### config.mk
export PLATFORM = sky130hd
export DESIGN_NAME = strict_decimal_to_int64_flat
export DESIGN_NICKNAME = d
export VERILOG_FILES = /design/src/rtl/sdi_pkg.sv /design/src/rtl/sdi_if.sv /design/src/rtl/strict_decimal_to_int64.sv /design/src/flat_wrapper.sv
export SDC_FILE = /design/constraint.sdc
export NUM_CORES = 1
export LEC_CHECK = 0
export ABC_AREA = 1
export BUFFER_PORTS_ARGS = -buffer_cell sky130_fd_sc_hd__buf_2
export CORE_MARGIN = 5
export CORE_UTILIZATION = 30
export CTS_BUF_LIST = sky130_fd_sc_hd__clkbuf_4
export CTS_CLUSTER_SIZE = 14
export DETAILED_ROUTE_END_ITERATION = 8
export HOLD_SLACK_MARGIN = 0.05
export PLACE_DENSITY_LB_ADDON = 0.08
export SLEW_MARGIN = 20
export SYNTH_ARGS = -nofsm -noshare
export SYNTH_HDL_FRONTEND = slang
export SYNTH_SLANG_ARGS = --single-unit
export TNS_END_PERCENT = 100
### constraint.sdc
create_clock -name clk -period 5.03 [get_ports clk]
set_input_delay 0.503 -clock clk [delete_from_list [all_inputs] [get_ports clk]]
set_output_delay 0.503 -clock clk [all_outputs]
set_load 0.02 [all_outputs]
### src/rtl/sdi_pkg.sv
package sdi_pkg;

  localparam int CHAR_W      = 8;
  localparam int VALUE_W     = 64;
  localparam int WIDE_W      = VALUE_W + 4;
  localparam int CFG_ADDR_W  = 3;
  localparam int CFG_DATA_W  = 32;
  localparam int REG_IDX_BIT = 2;

  typedef logic [CHAR_W-1:0]     char_t;
  typedef logic [VALUE_W-1:0]    value_t;
  typedef logic [WIDE_W-1:0]     wide_t;
  typedef logic [CFG_ADDR_W-1:0] cfg_addr_t;
  typedef logic [CFG_DATA_W-1:0] cfg_data_t;

  typedef enum logic [1:0] {
    ST_OK     = 2'd0,
    ST_FORMAT = 2'd1,
    ST_RANGE  = 2'd2
  } status_t;

  typedef enum logic [1:0] {
    PH_FIRST       = 2'd0,
    PH_AFTER_MINUS = 2'd1,
    PH_DIGITS      = 2'd2
  } phase_t;

  localparam logic REG_SIGNED_MODE = 1'b0;

  localparam char_t  CH_ZERO    = 8'h30;
  localparam char_t  CH_ONE     = 8'h31;
  localparam char_t  CH_NINE    = 8'h39;
  localparam char_t  CH_MINUS   = 8'h2D;
  localparam logic [3:0] DIGIT_MASK = 4'hF;
  localparam value_t NEG_LIMIT  = 64'h8000_0000_0000_0000;
  localparam value_t POS_LIMIT  = 64'h7FFF_FFFF_FFFF_FFFF;

endpackage

### src/rtl/sdi_if.sv
interface sdi_in_if;
  import sdi_pkg::*;

  logic  valid;
  logic  ready;
  char_t char_byte;
  logic  last_byte;

  modport source(output valid, output char_byte, output last_byte, input ready);
  modport sink(input valid, input char_byte, input last_byte, output ready);
endinterface

interface sdi_out_if;
  import sdi_pkg::*;

  logic    valid;
  logic    ready;
  status_t status;
  value_t  value_bits;

  modport source(output valid, output status, output value_bits, input ready);
  modport sink(input valid, input status, input value_bits, output ready);
endinterface

### src/rtl/strict_decimal_to_int64.sv
// Pipeline: an accepted byte is held in the input register and parsed from
// there; a final byte's result goes to the result register (two register stages).
// Throughput: one byte per cycle when the result is not stalled, set by the
// single accumulate step (value * 10 + digit with exact overflow) between input
// and result registers. Reset (rst_n low, synchronous): pipeline emptied,
// string state cleared, signed_mode set to 1.
module strict_decimal_to_int64 (
  input  logic               clk,
  input  logic               rst_n,
  sdi_in_if.sink             in_chan,
  sdi_out_if.source          out_chan,
  input  logic               psel,
  input  logic               penable,
  input  logic               pwrite,
  input  sdi_pkg::cfg_addr_t paddr,
  input  sdi_pkg::cfg_data_t pwdata,
  output sdi_pkg::cfg_data_t prdata,
  output logic               pready
);
  import sdi_pkg::*;

  logic    signed_mode_r;

  logic    s0_valid_r;
  char_t   s0_char_r;
  logic    s0_last_r;

  value_t  acc_r, acc_nxt;
  logic    neg_r, neg_nxt;
  phase_t  phase_r, phase_nxt;
  logic    fmt_r, fmt_nxt;
  logic    ovf_r, ovf_nxt;

  logic    out_valid_r;
  status_t out_status_r, status_nxt;
  value_t  out_value_r, value_nxt;

  logic    stall, proc, cfg_wr;
  logic    is_digit, is_nonzero;
  wide_t   prod;

  assign stall         = out_valid_r & ~out_chan.ready;
  assign proc          = s0_valid_r & ~stall;
  assign in_chan.ready = ~(s0_valid_r & stall);

  assign out_chan.valid      = out_valid_r;
  assign out_chan.status     = out_status_r;
  assign out_chan.value_bits = out_value_r;

  assign pready = 1'b1;
  assign cfg_wr = psel & penable & pwrite & (paddr[REG_IDX_BIT] == REG_SIGNED_MODE);
  assign prdata = (paddr[REG_IDX_BIT] == REG_SIGNED_MODE) ?
                  {{(CFG_DATA_W-1){1'b0}}, signed_mode_r} : '0;

  assign is_digit   = (s0_char_r >= CH_ZERO) && (s0_char_r <= CH_NINE);
  assign is_nonzero = (s0_char_r >= CH_ONE) && (s0_char_r <= CH_NINE);
  assign prod = ({4'b0, acc_r} << 3) + ({4'b0, acc_r} << 1)
              + {{(WIDE_W-4){1'b0}}, s0_char_r[3:0] & DIGIT_MASK};

  always_comb begin
    acc_nxt   = acc_r;
    neg_nxt   = neg_r;
    phase_nxt = phase_r;
    fmt_nxt   = fmt_r;
    ovf_nxt   = ovf_r;
    if (!(fmt_r || ovf_r)) begin
      case (phase_r)
        PH_FIRST: begin
          if (s0_char_r == CH_ZERO) begin
            if (!s0_last_r) fmt_nxt = 1'b1;
          end else if (s0_char_r == CH_MINUS) begin
            if (signed_mode_r && !s0_last_r) begin
              neg_nxt   = 1'b1;
              phase_nxt = PH_AFTER_MINUS;
            end else begin
              fmt_nxt = 1'b1;
            end
          end else if (is_nonzero) begin
            acc_nxt   = {{(VALUE_W-4){1'b0}}, s0_char_r[3:0] & DIGIT_MASK};
            phase_nxt = PH_DIGITS;
          end else begin
            fmt_nxt = 1'b1;
          end
        end
        PH_AFTER_MINUS: begin
          if (is_nonzero) begin
            acc_nxt   = {{(VALUE_W-4){1'b0}}, s0_char_r[3:0] & DIGIT_MASK};
            phase_nxt = PH_DIGITS;
          end else begin
            fmt_nxt = 1'b1;
          end
        end
        default: begin
          if (!is_digit) begin
            fmt_nxt = 1'b1;
          end else if (prod[WIDE_W-1:VALUE_W] != '0) begin
            ovf_nxt = 1'b1;
          end else begin
            acc_nxt = prod[VALUE_W-1:0];
          end
        end
      endcase
    end

    status_nxt = ST_OK;
    value_nxt  = '0;
    if (fmt_nxt) begin
      status_nxt = ST_FORMAT;
    end else if (ovf_nxt) begin
      status_nxt = ST_RANGE;
    end else if (neg_nxt) begin
      if (acc_nxt > NEG_LIMIT) status_nxt = ST_RANGE;
      else value_nxt = '0 - acc_nxt;
    end else if (signed_mode_r && (acc_nxt > POS_LIMIT)) begin
      status_nxt = ST_RANGE;
    end else begin
      value_nxt = acc_nxt;
    end
  end

  always_ff @(posedge clk) begin
    if (!rst_n) begin
      signed_mode_r <= 1'b1;
      s0_valid_r    <= 1'b0;
      acc_r         <= '0;
      neg_r         <= 1'b0;
      phase_r       <= PH_FIRST;
      fmt_r         <= 1'b0;
      ovf_r         <= 1'b0;
      out_valid_r   <= 1'b0;
    end else begin
      if (cfg_wr) signed_mode_r <= pwdata[0];
      if (in_chan.ready) s0_valid_r <= in_chan.valid;
      if (proc && s0_last_r) begin
        acc_r       <= '0;
        neg_r       <= 1'b0;
        phase_r     <= PH_FIRST;
        fmt_r       <= 1'b0;
        ovf_r       <= 1'b0;
        out_valid_r <= 1'b1;
      end else begin
        if (proc) begin
          acc_r   <= acc_nxt;
          neg_r   <= neg_nxt;
          phase_r <= phase_nxt;
          fmt_r   <= fmt_nxt;
          ovf_r   <= ovf_nxt;
        end
        if (out_chan.ready) out_valid_r <= 1'b0;
      end
    end
  end

  always_ff @(posedge clk) begin
    if (in_chan.ready && in_chan.valid) begin
      s0_char_r <= in_chan.char_byte;
      s0_last_r <= in_chan.last_byte;
    end
    if (proc && s0_last_r) begin
      out_status_r <= status_nxt;
      out_value_r  <= value_nxt;
    end
  end

endmodule

### src/flat_wrapper.sv
// flat-port wrapper written by rule: the top's interface ports become plain ports
module strict_decimal_to_int64_flat import sdi_pkg::*;
  (clk, rst_n, psel, penable, pwrite, paddr, pwdata, prdata, pready, in_chan_valid, in_chan_char_byte, in_chan_last_byte, in_chan_ready, out_chan_valid, out_chan_status, out_chan_value_bits, out_chan_ready);
  sdi_in_if in_chan_i ();
  sdi_out_if out_chan_i ();
  input  logic clk;
  input  logic rst_n;
  input  logic psel;
  input  logic penable;
  input  logic pwrite;
  input  sdi_pkg::cfg_addr_t paddr;
  input  sdi_pkg::cfg_data_t pwdata;
  output sdi_pkg::cfg_data_t prdata;
  output logic pready;
  input wire logic [$bits(in_chan_i.valid)-1:0] in_chan_valid;
  input wire logic [$bits(in_chan_i.char_byte)-1:0] in_chan_char_byte;
  input wire logic [$bits(in_chan_i.last_byte)-1:0] in_chan_last_byte;
  output wire logic [$bits(in_chan_i.ready)-1:0] in_chan_ready;
  output wire logic [$bits(out_chan_i.valid)-1:0] out_chan_valid;
  output wire logic [$bits(out_chan_i.status)-1:0] out_chan_status;
  output wire logic [$bits(out_chan_i.value_bits)-1:0] out_chan_value_bits;
  input wire logic [$bits(out_chan_i.ready)-1:0] out_chan_ready;
  assign in_chan_i.valid = in_chan_valid;
  assign in_chan_i.char_byte = in_chan_char_byte;
  assign in_chan_i.last_byte = in_chan_last_byte;
  assign in_chan_ready = in_chan_i.ready;
  assign out_chan_valid = out_chan_i.valid;
  assign out_chan_status = out_chan_i.status;
  assign out_chan_value_bits = out_chan_i.value_bits;
  assign out_chan_i.ready = out_chan_ready;
  strict_decimal_to_int64 u_core (.clk(clk), .rst_n(rst_n), .in_chan(in_chan_i), .out_chan(out_chan_i), .psel(psel), .penable(penable), .pwrite(pwrite), .paddr(paddr), .pwdata(pwdata), .prdata(prdata), .pready(pready));
endmodule
Word level (Yosys, flattened, before mapping)
Cells that the tools add are included.

Input bits: 51. Memory bits (writable): 0. Bits in latches: 0. Logic and storage cells: 92. Output and inout bits: 101. Flip-flop bits (word level): 147. Memory bits (read-only): 0. Memories kept: 0.

Multipliers: 0. Magnitude comparators: 5. Equal/unequal tests: 5. Reduce and logical (&&, ||, !) cells: 16. Divide/modulo/power cells: 0. Mux-type cells: 39. Bitwise gates (word level): 12. Shifts and indexed selects: 0. Add/sub/neg operators: 3.

Operators by type and width (number): two-way mux 64 bit (9); one-hot mux 64 bit (2 select lines) (1); adder 67 x 65 -> 68 bit (1); adder 68 x 4 -> 68 bit (1); greater-than comparator 64 x 63 -> 1 bit, second input constant (1); greater-than comparator 64 bit, second input constant (1); subtractor 1 x 64 -> 64 bit, first input constant (1); two-way mux 1 bit (19); == test 8 x 6 -> 1 bit, second input constant (2); >= comparator 8 x 6 -> 1 bit, second input constant (2); two-way mux 2 bit (8); less-or-equal comparator 8 x 6 -> 1 bit, second input constant (1); AND 1 bit (6); logical AND 1 bit (6); inverter 1 bit (6); OR reduction 2 bit (3); AND reduction 5 bit (1); one-hot mux 2 bit (2 select lines) (1); nonzero test 2 bit (2); nonzero test 4 bit (1); != test 3 bit, second input constant (1); == test 2 x 1 -> 1 bit, second input constant (1); zero test 2 bit (1); != test 2 bit, second input constant (1); 3 further kinds (3).

Longest topological paths before layout
Word-level depth: 12. Gate-level depth with buffers: 37. Mapped depth without buffers: 34.

Least setup slack after synthesis
OpenSTA, ideal clock, no wires.

Kind: input port to flip-flop. Start point: input port out_chan_ready. End point: register u_core.acc_r[10]. Setup time: 0.115 ns. Required time: 4.915 ns. Slack: 0.211 ns. Cell stages on the path: 11. Arrival: 4.703 ns. Cell sequence: inv_1 nand2_1 nand2_1 clkbuf_1 nor2_1 inv_1 nand2_1 clkbuf_1 a21oi_1 o21ai_0 inv_1.

Cells in the longest elaborated chain, start to end: 6.

Ends and longest elaborated chain: start, declared (RTL line flat_wrapper.sv:22) `input wire logic [$bits(out_chan_i.ready)-1:0] out_chan_ready;`; inverter 1 bit * (RTL line strict_decimal_to_int64.sv:42) `assign stall = out_valid_r & ~out_chan.ready;`; AND 1 bit * (RTL line strict_decimal_to_int64.sv:42); inverter 1 bit * (RTL line strict_decimal_to_int64.sv:43) `assign proc = s0_valid_r & ~stall;`; AND 1 bit * (RTL line strict_decimal_to_int64.sv:43); logical AND 1 bit (RTL line strict_decimal_to_int64.sv:134) `if (proc && s0_last_r) begin`; OR reduction 2 bit (no line); end signal, assigned (RTL line strict_decimal_to_int64.sv:143) `acc_r <= acc_nxt;`; end, declared (RTL line strict_decimal_to_int64.sv:28) `value_t acc_r, acc_nxt;`.

Mark *: on every way between the ends. The rest lies on a longest branch, timed or not. A chain may end at the register's enable or synchronous reset.

Worst setup path after layout
Start point: register u_core.acc_r[55]. End point: register u_core.out_value_r[32], in the netlist u_core.out_chan.value_bits[32] (data pin).

Cells in the longest elaborated chain, start to end: 11. Elaborated cells between the ends (all ways): 22.

Ends and longest elaborated chain: adder 67 x 65 -> 68 bit (RTL line strict_decimal_to_int64.sv:57) `assign prod = ({4'b0, acc_r} << 3) + ({4'b0, acc_r} << 1)`; adder 68 x 4 -> 68 bit (RTL line strict_decimal_to_int64.sv:58) `+ {{(WIDE_W-4){1'b0}}, s0_char_r[3:0] & DIGIT_MASK};`; nonzero test 4 bit (RTL line strict_decimal_to_int64.sv:96) `end else if (prod[WIDE_W-1:VALUE_W] != '0) begin`; two-way mux 64 bit (RTL line strict_decimal_to_int64.sv:96); two-way mux 64 bit (RTL line strict_decimal_to_int64.sv:94) `if (!is_digit) begin`; one-hot mux 64 bit (2 select lines) (RTL line strict_decimal_to_int64.sv:67) `case (phase_r)`; two-way mux 64 bit (RTL line strict_decimal_to_int64.sv:66) `if (!(fmt_r || ovf_r)) begin`; greater-than comparator 64 x 63 -> 1 bit (RTL line strict_decimal_to_int64.sv:114) `end else if (signed_mode_r && (acc_nxt > POS_LIMIT)) begin`; logical AND 1 bit (RTL line strict_decimal_to_int64.sv:114); two-way mux 64 bit (RTL line strict_decimal_to_int64.sv:114); two-way mux 64 bit (RTL line strict_decimal_to_int64.sv:111) `end else if (neg_nxt) begin`; end signal, assigned (RTL line strict_decimal_to_int64.sv:161) `out_value_r <= value_nxt;`; end, declared (RTL line strict_decimal_to_int64.sv:36) `value_t out_value_r, value_nxt;`.

Parallel ways exist; a longest one is shown, timed or not.

==> results.md <==
- Area Overhead vs Synth: 25.7%
- RSZ-0062 raised after global routing: yes
- Leak: 0.0105 uW
- HP Class: in2reg
- Crit path launch type: flip-flop
- Crit-path max FO: 10
- Worst vdd ir: 132 uV
- Buf/Inv on CP: 5
- Met3 usage: 0.0242
- Layout cells sized above 1: 0.241
- CTS buffer count: 17
- Critical Path RT: 5490 ps
- Remaining DRCs: 0
- CP delay by family, top: simple AND/OR/NAND/NOR gates
- FF-to-FF End: u_core.out_chan.value_bits[32]$_SDFFCE_PP0P_
- CTS H-tree lvls: 4
- Largest stage delay on the critical path: 390 ps
- DP Wirelength: 52600 um
- First-pass GRT wire length: 98200 um
- End of the critical path: u_core.out_chan.value_bits[32]$_SDFFCE_PP0P_
- Drt pass-1 iters: 5
- Die width: 244 um
- R2R depth: 29
- Root buf cell: clkbuf_4
- Dpl cells: 3672
- Synth warnings: 0
- Clock Path Buffers: 2
- Relative slew margins: 0.323
- Reg power frac: 0.351
- Clk pwr share: 0.230
- Post-synthesis cell type count: 51
- Fin Clk Skew: 42.5 ps
- DR WL/cell: 17.5 um
- Starting Density: 0.304
- Critical Path Stages: 29
- Antenna Nets Post-Route: 0
- Via density: 4.81
- Post-Synthesis Cells: 2754
- First DRT Iteration DRCs: 1247
- Total power draw: 3920 uW
- Clock Latency Late Sink: 640 ps
- Psw: 1580 uW
- Critical path class: reg2reg
- IO Port Bufs: 86
- Met1 Resource Use GR: 0.271
- Worst-path clk slew: 140 ps
- WP data arrival: 5360 ps
- Routed vias: 18015
- RePlAce Congestion: 0.918
- Part of the Yosys area used for sequential elements: 0.225
- Initial antenna violation count: 1
- Largest net degree at the start of global routing: 98
- Achievable Freq: 204 MHz
- Worst R2R Setup Slack: 130 ps
- Most used cell, CP: nand2_2
- Finish-stage setup viols: 0
- Die area: 59600 um2
- # clock sinks: 147
- Fin. Hold Viols: 0
- Fin cells: 3742
- Sw frac: 0.403
- Core Footprint: 54000 um2
- I/O pins: 152
- Yosys reg bits: 147
- Pwr dens: 190 nW/um2
- Vias in the first global route: 17081
- CP max stage cell: dfxtp_2
- Synth Area per Inst: 5.97 um2
- Hold depth: 3
- Layout Nets: 3212
- Met2 Use GR: 0.379
- CP Capture Type: flip-flop
- WL final: 65300 um
- Crit share post-route: 0.973
- Max-Cap Viols: 0
- Tightest Pin Transition: 1010 ps
- Internal cell power: 2340 uW
- Total grt overflow: 0
- Netlist Area Pre-Place: 16400 um2
- Status: finished clean
- Final Max Tran Viols: 0
- WHS: 109 ps
- Gate power share: 0.420
- GR peak layer: met2
- GRT Overall Usage: 0.211
- Site Rows: 85
- Chip height: 244 um
- TritonCTS clock tree: done
- R2R Path Start: u_core.acc_r[55]$_SDFFE_PP0P_
- Fin crit period: 4900 ps
- Crit path launch: u_core.acc_r[55]$_SDFFE_PP0P_
## repair_timing
| item | in CTS | in global routing |
|---|---|---|
| hold buffers | 9 | 0 |
| setup endpoints to repair | 59 | 65 |
| pin swaps | 4 | 48 |
| gates resized for setup | 50 | 250 |
| buffers inserted | 9 | 14 |
| cloned | 3 | 2 |
| endpoints found under the hold margin | 9 | 0 |
## cell families (layout without fill, tap and decap cells)
family | after synthesis | count (layout) | synth area share
adders and majority gates | 130 | 130 | 0.0999
other | 2 | 34 | 0.000457
buffers and inverters | 513 | 773 | 0.131
and+or+nand+nor | 1591 | 1591 | 0.409
DFF | 147 | 147 | 0.225
AOI/OAI and AO/OA | 313 | 313 | 0.104
xor gates and xnor gates | 58 | 58 | 0.0309
## power by group through the flow
| stage | sequential [uW] | clock, uW | combinational (uW) |
|---|---|---|---|
| floorplan | 1400 | 0 | 890 |
| global placement | 1400 | 0 | 1450 |
| detailed placement | 1400 | 0 | 1450 |
| CTS | 1380 | 937 | 1530 |
| global route | 1380 | 991 | 1810 |
| finish | 1380 | 902 | 1650 |
## synthesized netlist by cell type, drive strengths merged
cell type	n	area [um2]
or2	6	37.5
a41oi	1	8.76
nor4	6	37.5
buf	56	442
o21ai	97	485
o22ai	1	6.26
o31ai	1	7.51
o211ai	6	45.0
edfxtp	75	2250
xor2	18	158
nand3b	3	22.5
conb	2	7.51
nand2	869	3400
nand4	37	231
clkbuf	47	176
a21o	1	7.51
ha	128	1600
fa	2	40.0
clkinv	1	3.75
xnor2	40	350
nand2b	1	6.26
a211oi	1	7.51
nor3	16	90.1
and2	1	6.26
a21boi	1	7.51
nor2	436	1770
o21bai	15	113
a21oi	181	958
nand3	216	1120
a311oi	1	8.76
o2111ai	1	8.76
a31oi	5	31.3
a22o	1	8.76
dfxtp	72	1440
inv	409	1540
## tightest hold or removal path, delay by kind of cell
| family | cells | cell delay, ps |
|---|---|---|
| AND/OR/NAND/NOR | 1 | 60 |
| buffers and inverters | 2 | 160 |
## routing by layer
layer,up-vias,wire length (um)
li1,9217,-
met1,8355,29100
met2,368,32000
met3,75,2530
met4,0,1730
met5,-,0
## per-stage QoR
stage,TNS (ps),utilization,setup slack (ps),area [um2]
4_1_cts,0,0.364,2.83,19700
6_report,0,0.382,135,20700
2_1_floorplan,0,-,211,16500
3_3_place_gp,-1320,0.350,-261,18900
5_1_grt,-2310,0.382,-88.3,20700
3_5_place_dp,-3090,0.350,-267,18900
## worst min-delay path by stage
stage | start | endpoint
6_report | rst_n | u_core.out_chan.valid$_SDFFE_PN0P_
5_1_grt | rst_n | u_core.out_chan.valid$_SDFFE_PN0P_
4_1_cts | rst_n | u_core.out_chan.valid$_SDFFE_PN0P_
3_5_place_dp | u_core.phase_r[0]$_SDFFE_PP0P_ | u_core.phase_r[0]$_SDFFE_PP0P_
3_3_place_gp | u_core.phase_r[0]$_SDFFE_PP0P_ | u_core.phase_r[0]$_SDFFE_PP0P_
2_1_floorplan | u_core.phase_r[0]$_SDFFE_PP0P_ | u_core.phase_r[0]$_SDFFE_PP0P_
## layout make-up
type,count,area [um2]
Sequential cell,147,3720
Fill cell,6025,33400
Inverter,410,1540
Multi-Input combinational cell,2124,11600
Clock buffer,19,143
Clock inverter,13,183
Antenna cell,2,5.00
Timing Repair Buffer,331,2560
Tap cell,696,871
## registers in the layout (all words and copies together), names as in the netlist, 2 cells and up
register / cells
u_core.acc_r: 64
u_core.out_chan.value_bits: 64
u_core.s0_char_r: 8
u_core.out_chan.status: 2
u_core.phase_r: 2
## cell usage in the layout, fill, tap and decap left out, types with 7 or more instances in the layout
| cell type | synthesis | routed |
|---|---|---|
| buf_4 | 36 | 212 |
| nor2_2 | 33 | 95 |
| o21bai_1 | 15 | 15 |
| edfxtp_1 | 75 | 75 |
| nand3_1 | 208 | 185 |
| xnor2_1 | 40 | 40 |
| conb_1 | 2 | 32 |
| dfxtp_1 | 72 | 50 |
| nor2_1 | 398 | 299 |
| nor2_4 | 4 | 41 |
| clkbuf_4 | 0 | 19 |
| nand3_2 | 8 | 31 |
| inv_2 | 29 | 37 |
| inv_1 | 380 | 372 |
| buf_12 | 1 | 12 |
| nand2_2 | 53 | 87 |
| a21oi_1 | 169 | 158 |
| xor2_1 | 18 | 18 |
| ha_1 | 128 | 120 |
| dlygate4sd3_1 | 0 | 9 |
| nand2_1 | 815 | 756 |
| a21oi_2 | 11 | 21 |
| o21ai_0 | 96 | 96 |
| buf_2 | 10 | 86 |
| nor3_1 | 14 | 13 |
| nand2_4 | 1 | 24 |
| nand4_1 | 37 | 37 |
| dfxtp_2 | 0 | 21 |
| buf_6 | 6 | 7 |
Power figures use the tool's default switching activity.
